--- src/rtl/tlsp_pkg.sv ---
// tlsp_pkg: shared types, codes and constants for the three-lane signal core
// no dependencies; imported by every rtl module and by the channel interfaces
package tlsp_pkg;

	localparam int TIMER_BITS   = 16;
	localparam int DUR_BITS     = 16;
	localparam int CMD_BITS     = 8;
	localparam int CFG_IDX_BITS = 2;
	localparam int LAMP_BITS    = 2;
	localparam int LANE_BITS    = 2;
	localparam int LANES        = 3;
	// timers and durations are compared at the wider of the two widths
	localparam int CMP_BITS     = (TIMER_BITS > DUR_BITS) ? TIMER_BITS : DUR_BITS;

	localparam logic [TIMER_BITS-1:0] TIMER_MAX = '1;

	localparam logic [DUR_BITS-1:0] GREEN_RST   = DUR_BITS'(5000);
	localparam logic [DUR_BITS-1:0] YELLOW_RST  = DUR_BITS'(3000);
	localparam logic [DUR_BITS-1:0] TIMEOUT_RST = DUR_BITS'(3000);

	localparam logic [CMD_BITS-1:0] CMD_PREEMPT = CMD_BITS'(1);

	localparam logic [LANE_BITS-1:0] LANE_FIRST = LANE_BITS'(0);
	localparam logic [LANE_BITS-1:0] LANE_LAST  = LANE_BITS'(LANES - 1);

	typedef enum logic [LAMP_BITS-1:0] {
		LAMP_RED    = 2'd0,
		LAMP_YELLOW = 2'd1,
		LAMP_GREEN  = 2'd2
	} lamp_t;

	typedef enum logic {
		ACT_TICK = 1'b0,
		ACT_CMD  = 1'b1
	} action_t;

	typedef enum logic [CFG_IDX_BITS-1:0] {
		CFG_GREEN   = 2'd0,
		CFG_YELLOW  = 2'd1,
		CFG_TIMEOUT = 2'd2
	} cfg_idx_t;

	typedef struct packed {
		logic [DUR_BITS-1:0] green_duration;
		logic [DUR_BITS-1:0] yellow_duration;
		logic [DUR_BITS-1:0] preempt_timeout;
	} cfg_t;

	typedef struct packed {
		logic                action;
		logic [CMD_BITS-1:0] command_byte;
	} item_t;

	typedef struct packed {
		lamp_t lane_one_lamp;
		lamp_t lane_two_lamp;
		lamp_t lane_three_lamp;
		logic  preempt_active;
	} res_t;

endpackage

--- src/rtl/tlsp_if.sv ---
// tlsp_in_if / tlsp_out_if: valid/ready channels for items and results
// depends on tlsp_pkg for payload widths
interface tlsp_in_if;
	import tlsp_pkg::*;

	logic                valid;
	logic                ready;
	logic                action;
	logic [CMD_BITS-1:0] command_byte;

	modport source (output valid, output action, output command_byte, input ready);
	modport sink   (input valid, input action, input command_byte, output ready);
endinterface

interface tlsp_out_if;
	import tlsp_pkg::*;

	logic                 valid;
	logic                 ready;
	logic [LAMP_BITS-1:0] lane_one_lamp;
	logic [LAMP_BITS-1:0] lane_two_lamp;
	logic [LAMP_BITS-1:0] lane_three_lamp;
	logic                 preempt_active;

	modport source (output valid, output lane_one_lamp, output lane_two_lamp,
		output lane_three_lamp, output preempt_active, input ready);
	modport sink   (input valid, input lane_one_lamp, input lane_two_lamp,
		input lane_three_lamp, input preempt_active, output ready);
endinterface

--- src/rtl/tlsp_cfg.sv ---
// tlsp_cfg: duration and timeout registers behind the plain write port
// depends on tlsp_pkg
module tlsp_cfg (
	input  logic                          clk,
	input  logic                          arst_n,
	input  logic                          we,
	input  logic [tlsp_pkg::CFG_IDX_BITS-1:0] index,
	input  logic [tlsp_pkg::DUR_BITS-1:0] data,
	output tlsp_pkg::cfg_t                cfg
);
	import tlsp_pkg::*;

	cfg_t cfg_q;

	always_ff @(posedge clk or negedge arst_n) begin
		if (!arst_n) begin
			cfg_q.green_duration  <= GREEN_RST;
			cfg_q.yellow_duration <= YELLOW_RST;
			cfg_q.preempt_timeout <= TIMEOUT_RST;
		end else if (we) begin
			unique case (cfg_idx_t'(index))
				CFG_GREEN:   cfg_q.green_duration  <= data;
				CFG_YELLOW:  cfg_q.yellow_duration <= data;
				CFG_TIMEOUT: cfg_q.preempt_timeout <= data;
				default: ;
			endcase
		end
	end

	assign cfg = cfg_q;
endmodule

--- src/rtl/tlsp_seq.sv ---
// tlsp_seq: lane sequencer state, preemption timer and lamp pattern update
// depends on tlsp_pkg; one beat is folded into the state per accept
module tlsp_seq (
	input  logic           clk,
	input  logic           arst_n,
	input  logic           accept,
	input  tlsp_pkg::item_t item,
	input  tlsp_pkg::cfg_t  cfg,
	output tlsp_pkg::res_t  res_next
);
	import tlsp_pkg::*;

	logic                  flag_q, flag_n;
	logic [TIMER_BITS-1:0] pe_q, pe_n, pe_inc;
	logic [TIMER_BITS-1:0] ph_q, ph_n, ph_inc;
	logic [LANE_BITS-1:0]  lane_q, lane_n, lane_sel;
	logic                  yel_q, yel_n, yel_cur;
	lamp_t                 lamps_q [LANES];
	lamp_t                 lamps_n [LANES];
	lamp_t                 color;
	logic                  timed_out;

	assign pe_inc = (pe_q == TIMER_MAX) ? pe_q : pe_q + 1'b1;
	assign ph_inc = (ph_q == TIMER_MAX) ? ph_q : ph_q + 1'b1;
	assign timed_out = flag_q && (CMP_BITS'(pe_inc) > CMP_BITS'(cfg.preempt_timeout));

	always_comb begin
		flag_n   = flag_q;
		pe_n     = pe_q;
		ph_n     = ph_q;
		lane_n   = lane_q;
		yel_n    = yel_q;
		lamps_n  = lamps_q;
		yel_cur  = yel_q;
		lane_sel = (lane_q > LANE_LAST) ? LANE_LAST : lane_q;
		color    = LAMP_GREEN;
		if (action_t'(item.action) == ACT_TICK) begin
			pe_n = pe_inc;
			ph_n = ph_inc;
			if (timed_out) begin
				flag_n   = 1'b0;
				lane_sel = LANE_FIRST;
				yel_cur  = 1'b0;
				ph_n     = '0;
				lane_n   = LANE_FIRST;
				yel_n    = 1'b0;
			end
			if (flag_n) begin
				// preemption holds lane one green
				lamps_n[0] = LAMP_GREEN;
				for (int i = 1; i < LANES; i++) begin
					lamps_n[i] = LAMP_RED;
				end
			end else begin
				color = yel_cur ? LAMP_YELLOW : LAMP_GREEN;
				for (int i = 0; i < LANES; i++) begin
					lamps_n[i] = (lane_sel == LANE_BITS'(i)) ? color : LAMP_RED;
				end
				if (!yel_cur) begin
					if (CMP_BITS'(ph_n) >= CMP_BITS'(cfg.green_duration)) begin
						yel_n = 1'b1;
						ph_n  = '0;
					end
				end else if (CMP_BITS'(ph_n) >= CMP_BITS'(cfg.yellow_duration)) begin
					lane_n = (lane_sel == LANE_LAST) ? LANE_FIRST : lane_sel + 1'b1;
					yel_n  = 1'b0;
					ph_n   = '0;
				end
			end
		end else if (item.command_byte == CMD_PREEMPT) begin
			flag_n = 1'b1;
			pe_n   = '0;
		end
	end

	always_ff @(posedge clk or negedge arst_n) begin
		if (!arst_n) begin
			flag_q <= 1'b0;
			pe_q   <= '0;
			ph_q   <= '0;
			lane_q <= LANE_FIRST;
			yel_q  <= 1'b0;
			for (int i = 0; i < LANES; i++) begin
				lamps_q[i] <= LAMP_RED;
			end
		end else if (accept) begin
			flag_q  <= flag_n;
			pe_q    <= pe_n;
			ph_q    <= ph_n;
			lane_q  <= lane_n;
			yel_q   <= yel_n;
			lamps_q <= lamps_n;
		end
	end

	assign res_next.lane_one_lamp   = lamps_n[0];
	assign res_next.lane_two_lamp   = lamps_n[1];
	assign res_next.lane_three_lamp = lamps_n[2];
	assign res_next.preempt_active  = flag_n;
endmodule

--- src/rtl/tlsp_outreg.sv ---
// tlsp_outreg: result register between the sequencer and the result channel
// depends on tlsp_pkg; takes a new beat whenever empty or being drained
module tlsp_outreg (
	input  logic           clk,
	input  logic           arst_n,
	input  logic           load,
	input  tlsp_pkg::res_t  res_in,
	input  logic           out_ready,
	output logic           out_valid,
	output tlsp_pkg::res_t  res_out,
	output logic           can_load
);
	import tlsp_pkg::*;

	logic valid_q;
	res_t res_q;

	assign can_load = !valid_q || out_ready;

	always_ff @(posedge clk or negedge arst_n) begin
		if (!arst_n) begin
			valid_q <= 1'b0;
		end else if (load) begin
			valid_q <= 1'b1;
		end else if (out_ready) begin
			valid_q <= 1'b0;
		end
	end

	always_ff @(posedge clk) begin
		if (load) begin
			res_q <= res_in;
		end
	end

	assign out_valid = valid_q;
	assign res_out   = res_q;
endmodule

--- src/rtl/three_lane_signal_with_preemption_core.sv ---
// three_lane_signal_with_preemption_core: three-lane signal sequencer with preemption
// a result is valid in the cycle after its item is accepted; one item per cycle while
// results drain, set by the single state update between handshake and result register
// ready stays high while the result register is empty or being drained
// reset: all lamps red, lane one green phase next, no preemption, default durations
module three_lane_signal_with_preemption_core (
	input  logic                              clk,
	input  logic                              arst_n,
	tlsp_in_if.sink                           items,
	tlsp_out_if.source                        results,
	input  logic                              cfg_we,
	input  logic [tlsp_pkg::CFG_IDX_BITS-1:0] cfg_index,
	input  logic [tlsp_pkg::DUR_BITS-1:0]     cfg_data
);
	import tlsp_pkg::*;

	cfg_t  cfg;
	item_t item;
	res_t  res_next;
	res_t  res_out;
	logic  can_load;
	logic  accept;

	assign item.action       = items.action;
	assign item.command_byte = items.command_byte;
	assign items.ready       = can_load;
	assign accept            = items.valid && can_load;

	tlsp_cfg u_cfg (
		.clk    (clk),
		.arst_n (arst_n),
		.we     (cfg_we),
		.index  (cfg_index),
		.data   (cfg_data),
		.cfg    (cfg)
	);

	tlsp_seq u_seq (
		.clk      (clk),
		.arst_n   (arst_n),
		.accept   (accept),
		.item     (item),
		.cfg      (cfg),
		.res_next (res_next)
	);

	tlsp_outreg u_outreg (
		.clk       (clk),
		.arst_n    (arst_n),
		.load      (accept),
		.res_in    (res_next),
		.out_ready (results.ready),
		.out_valid (results.valid),
		.res_out   (res_out),
		.can_load  (can_load)
	);

	assign results.lane_one_lamp   = res_out.lane_one_lamp;
	assign results.lane_two_lamp   = res_out.lane_two_lamp;
	assign results.lane_three_lamp = res_out.lane_three_lamp;
	assign results.preempt_active  = res_out.preempt_active;

	// every accepted beat shows up as a result on the next cycle
	a_accept_gives_result: assert property (@(posedge clk) disable iff (!arst_n)
		items.valid && items.ready |=> results.valid)
		else $error("accepted item did not produce a result");

	// a preemption command is reflected at once in its own result
	a_preempt_cmd: assert property (@(posedge clk) disable iff (!arst_n)
		items.valid && items.ready && items.action == ACT_CMD
			&& items.command_byte == CMD_PREEMPT
		|=> results.valid && results.preempt_active)
		else $error("preemption command not reflected in result");

	// never more than one lane lit
	a_one_lane_lit: assert property (@(posedge clk) disable iff (!arst_n)
		results.valid |->
			!((results.lane_one_lamp != LAMP_RED && results.lane_two_lamp != LAMP_RED)
			|| (results.lane_one_lamp != LAMP_RED && results.lane_three_lamp != LAMP_RED)
			|| (results.lane_two_lamp != LAMP_RED && results.lane_three_lamp != LAMP_RED)))
		else $error("more than one lane lit");
endmodule
--- src/flat_wrapper.sv ---
// flat-port wrapper written by rule: the top's interface ports become plain ports
module three_lane_signal_with_preemption_core_flat import tlsp_pkg::*;
  (clk, arst_n, cfg_we, cfg_index, cfg_data, items_valid, items_action, items_command_byte, items_ready, results_valid, results_lane_one_lamp, results_lane_two_lamp, results_lane_three_lamp, results_preempt_active, results_ready);
  tlsp_in_if items_i ();
  tlsp_out_if results_i ();
  input  logic clk;
  input  logic arst_n;
  input  logic cfg_we;
  input  logic [tlsp_pkg::CFG_IDX_BITS-1:0] cfg_index;
  input  logic [tlsp_pkg::DUR_BITS-1:0] cfg_data;
  input wire logic [$bits(items_i.valid)-1:0] items_valid;
  input wire logic [$bits(items_i.action)-1:0] items_action;
  input wire logic [$bits(items_i.command_byte)-1:0] items_command_byte;
  output wire logic [$bits(items_i.ready)-1:0] items_ready;
  output wire logic [$bits(results_i.valid)-1:0] results_valid;
  output wire logic [$bits(results_i.lane_one_lamp)-1:0] results_lane_one_lamp;
  output wire logic [$bits(results_i.lane_two_lamp)-1:0] results_lane_two_lamp;
  output wire logic [$bits(results_i.lane_three_lamp)-1:0] results_lane_three_lamp;
  output wire logic [$bits(results_i.preempt_active)-1:0] results_preempt_active;
  input wire logic [$bits(results_i.ready)-1:0] results_ready;
  assign items_i.valid = items_valid;
  assign items_i.action = items_action;
  assign items_i.command_byte = items_command_byte;
  assign items_ready = items_i.ready;
  assign results_valid = results_i.valid;
  assign results_lane_one_lamp = results_i.lane_one_lamp;
  assign results_lane_two_lamp = results_i.lane_two_lamp;
  assign results_lane_three_lamp = results_i.lane_three_lamp;
  assign results_preempt_active = results_i.preempt_active;
  assign results_i.ready = results_ready;
  three_lane_signal_with_preemption_core u_core (.clk(clk), .arst_n(arst_n), .items(items_i), .results(results_i), .cfg_we(cfg_we), .cfg_index(cfg_index), .cfg_data(cfg_data));
endmodule
--- config.mk ---
export PLATFORM = sky130hd
export DESIGN_NAME = three_lane_signal_with_preemption_core_flat
export DESIGN_NICKNAME = d
export VERILOG_FILES = /design/src/rtl/tlsp_pkg.sv /design/src/rtl/tlsp_if.sv /design/src/rtl/tlsp_cfg.sv /design/src/rtl/tlsp_seq.sv /design/src/rtl/tlsp_outreg.sv /design/src/rtl/three_lane_signal_with_preemption_core.sv /design/src/flat_wrapper.sv
export SDC_FILE = /design/constraint.sdc
export NUM_CORES = 1
export LEC_CHECK = 0
export ABC_AREA = 0
export BUFFER_PORTS_ARGS = -buffer_cell sky130_fd_sc_hd__buf_4
export CORE_ASPECT_RATIO = 1.5
export CORE_UTILIZATION = 40
export CTS_BUF_LIST = sky130_fd_sc_hd__clkbuf_8
export CTS_CLUSTER_SIZE = 20
export DETAILED_ROUTE_END_ITERATION = 8
export HOLD_SLACK_MARGIN = 0.12
export PLACE_DENSITY = 0.55
export SLEW_MARGIN = 20
export SYNTH_ARGS = -nofsm -noshare
export SYNTH_HDL_FRONTEND = slang
export SYNTH_SLANG_ARGS = --single-unit
--- constraint.sdc ---
create_clock -name clk -period 13.19 [get_ports clk]
set_input_delay 0 -clock clk [delete_from_list [all_inputs] [get_ports clk]]
set_output_delay 0 -clock clk [all_outputs]
set_load 0.02 [all_outputs]
==> flow_summary.json <==
{
  "drt_iter0_drc": 283,
  "powerDensity_mw_per_mm2": 126,
  "worstSetupStartpoint": "u_core.u_seq.pe_q[0]$_DFFE_PN0P_",
  "routabilityCongestion": 0.860,
  "cts_setup_buffers": 0,
  "hold_viol_final": 0,
  "path_clk_slew_ps": 100,
  "whs_endpoint": "u_core.u_cfg.cfg[41]$_DFFE_PN1P_",
  "fin_setup_tns_ps": 0,
  "routedWlPerCell_um": 16.3,
  "wl_um": 13800,
  "drtAntennaViolNets": 0,
  "start_kind": "flip-flop",
  "io_pins": 41,
  "min_path_cells": 5,
  "tightestPinTransition_ps": 932,
  "synth.area.top_cells": "dfrtp_1, ha_1, dfstp_2",
  "cp_cell_sequence": "ha_1 > inv_1 > nor3_2 > and2_1 > nand2_1 > nand3_1 > xnor2_1 > ha_1 > nand2_1 > or4_4 > a21oi_2 > a211oi_2 > nor2_2 > nor2_1 > ha_1 > or3b_2 > o2111ai_1 > a31oi_1 > o21ai_0 > nand2_1 > o32ai_4 > a22o_1",
  "drive_gt1_share_pct": 20.0,
  "ys.flop_type": "dfrtp_1",
  "instances_no_fill": 843,
  "ctsHtreeMaxLevel": 3,
  "netlist_instances": 586,
  "portBuffers": 40,
  "yosysMostFrequentCell": "dfrtp_1",
  "vdd_drop_max_mv": 0.0698,
  "vias_per_cell": 5.35,
  "n_fill_cell": 1393,
  "max_freq_ghz": 0.155,
  "drv_slew": 0,
  "drc_errors": 0,
  "grt_antenna_before_repair": 0,
  "start_util_pct": 41.2,
  "hp-class": "input pin to flip-flop",
  "required_ps": 13510,
  "synth.distinct_cells": 60,
  "rsz0062_at_grt": "false",
  "hold_ws_ps": 116,
  "r2r-end": "u_core.u_seq.ph_q[10]$_DFFE_PN0P_",
  "coreArea_sq_mm": 0.0141,
  "die_y_um": 149,
  "cts_resized": 0,
  "syn_nets": 668,
  "overflow": 0,
  "die_w_um": 100,
  "synth_edf_count": 7,
  "slowest_delay_ps": 750,
  "crit_type": "flip-flop to flip-flop",
  "setup.worst_path.end_class": "flip-flop",
  "syn_area_per_cell_sq_um": 9.89,
  "fin_crit_sh_pct": 49.0,
  "period_minus_slack_ps": 6460,
  "async_flop_share_pct": 92.9,
  "fin_skew_ps": 19.8,
  "crit_fanout": 20,
  "leakagePower_nw": 3.05,
  "status": "completed",
  "cts_root_buf": "clkbuf_8",
  "yosys-top-cells-count": "dfrtp_1, nand2_1, ha_1, inv_1, o21ai_0",
  "register_area_sq_mm": 0.00251,
  "placedCellCount": 804,
  "ys_seq_area_share_pct": 43.3,
  "area_growth_pct": 16.0,
  "finalSetupViolations": 0,
  "grt_usage_pct": 20.0,
  "rows": 53,
  "critPathTopFamily": "simple AND/OR/NAND/NOR gates",
  "cts_buffers": 9,
  "first_pass_iters": 5,
  "multi_input_area_sq_mm": 0.00302,
  "clock_path_buffers": 2,
  "critPathSlowestCell": "nor2_2",
  "die-area_sq_mm": 0.0150,
  "nets": 728,
  "grt_pass1_vias": 4544,
  "grt_pass1_wl_um": 22700,
  "hold_start": "cfg_index[1]",
  "reg2reg_depth": 22,
  "clkSinkCount": 98,
  "clk_latency_ps": 390,
  "timing.rr.start": "u_core.u_seq.pe_q[0]$_DFFE_PN0P_",
  "hpwl_um": 10500,
  "synth_top_cell_by_area": "dfrtp_1",
  "antennaDiodeCount": 0,
  "num_vias": 4509,
  "max-slew-margin-rel_pct": 37.8,
  "cts_tree": "yes",
  "r2r_slack_ps": 6730,
  "grt_max_degree": 47,
  "arrival_ps": 6780,
  "synthDominantCellAreaShare_pct": 31.1,
  "cts_hold_buf": 23,
  "maxCapViolations": 0,
  "synth_warnings": 0,
  "crit_buf_inv": 1,
  "syn-cell-area_sq_mm": 0.00579,
  "ys_ff_latch": 98
}
## worst max path at each step
| stage | end | depth (start not counted) |
|---|---|---|
| CTS | u_core.u_seq.ph_q[10]$_DFFE_PN0P_ | 22 |
| floorplan | u_core.u_seq.ph_q[7]$_DFFE_PN0P_ | 23 |
| finish | u_core.u_seq.ph_q[10]$_DFFE_PN0P_ | 22 |
| global placement | u_core.u_seq.ph_q[6]$_DFFE_PN0P_ | 22 |
| detailed placement | u_core.u_seq.ph_q[10]$_DFFE_PN0P_ | 22 |
| global route | u_core.u_seq.ph_q[2]$_DFFE_PN0P_ | 22 |
## flip-flops by register name (all words and copies together), names as in the netlist
name,cells
u_core.u_outreg.res_out,7
u_core.u_seq.yel_q,1
u_core.u_seq.flag_q,1
u_core.u_seq.lamps_q,6
u_core.u_seq.lane_q,2
u_core.u_cfg.cfg,48
u_core.u_seq.ph_q,16
u_core.u_seq.pe_q,16
u_core.u_outreg.out_valid,1
## metrics by stage
step	worst slack [ps]	total power [mW]	instance area, sq um	util [%]
after floorplan	8260	0.554	5790	-
after global placement	6930	0.628	6290	44.7
after detailed placement	6800	0.639	6290	44.7
after CTS	6740	0.854	6720	47.8
after global routing	6150	0.902	6720	47.8
final	6730	0.844	6720	47.8
## cells in the final DEF (no fill, tap or decap), types with 7 or more instances in the layout
cell / netlist / final
a22o_1: 19 / 19
ha_1: 50 / 50
nor2_1: 30 / 30
buf_4: 1 / 44
clkbuf_8: 0 / 9
o21ai_0: 47 / 47
edfxtp_1: 7 / 7
a211oi_1: 7 / 7
mux2_2: 34 / 34
inv_1: 49 / 49
a21oi_1: 30 / 30
dfrtp_1: 72 / 72
nand3_1: 15 / 15
nand2_1: 68 / 68
dlygate4sd3_1: 0 / 23
dfstp_2: 19 / 19
nor3_1: 7 / 7
a21o_1: 8 / 8
a31oi_1: 8 / 8
nand4_1: 9 / 9
xnor2_1: 11 / 11
xor2_1: 9 / 9
and3_1: 7 / 7
## worst register-to-register path: cells and delay by family, from the launching register on
kind,cells,cell delay (ps)
xor gates and xnor gates,1,100
buffers and inverters,1,70
adders and majority gates,3,860
and+or+nand+nor,10,3410
DFF,1,450
AOI/OAI and AO/OA,7,1500
## layout make-up
type                       count  area share, %
clock inverter                 7           1.23
multi-input combinational    421           44.9
sequential                    98           37.4
timing repair buffer          67           8.34
inverter                      49           2.74
tap                          192           3.57
clock buffer                   9           1.84
## power by group
part           total, mW  internal [mW]  switching, mW  leakage, nW
combinational      0.244          0.107          0.137         1.77
clock              0.208         0.0910          0.117       0.0988
sequential         0.393          0.357         0.0360         1.18
total              0.844          0.555          0.289         3.05
## layer usage
metal  vias to the layer above  part of all wire [%]  track usage (%)
met5                         -                     0                0
li1                       2220                     -                -
met1                      2168                    41             22.8
met3                        26                   2.4             2.58
met2                        95                    53             36.3
met4                         0                   3.5             9.93
## logic make-up (layout without fill, tap and decap cells)
group,Yosys count,after routing,share of synthesized area (%)
AND/OR/NAND/NOR,171,171,14.7
AO/OA/AOI/OAI,143,143,16.4
flip-flops,98,98,43.3
buffers and inverters,67,132,4.60
adder cells (fa/ha/maj),50,50,10.8
multiplexers,37,37,7.15
XOR/XNOR,20,20,3.02
Power figures use the tool's default switching activity.
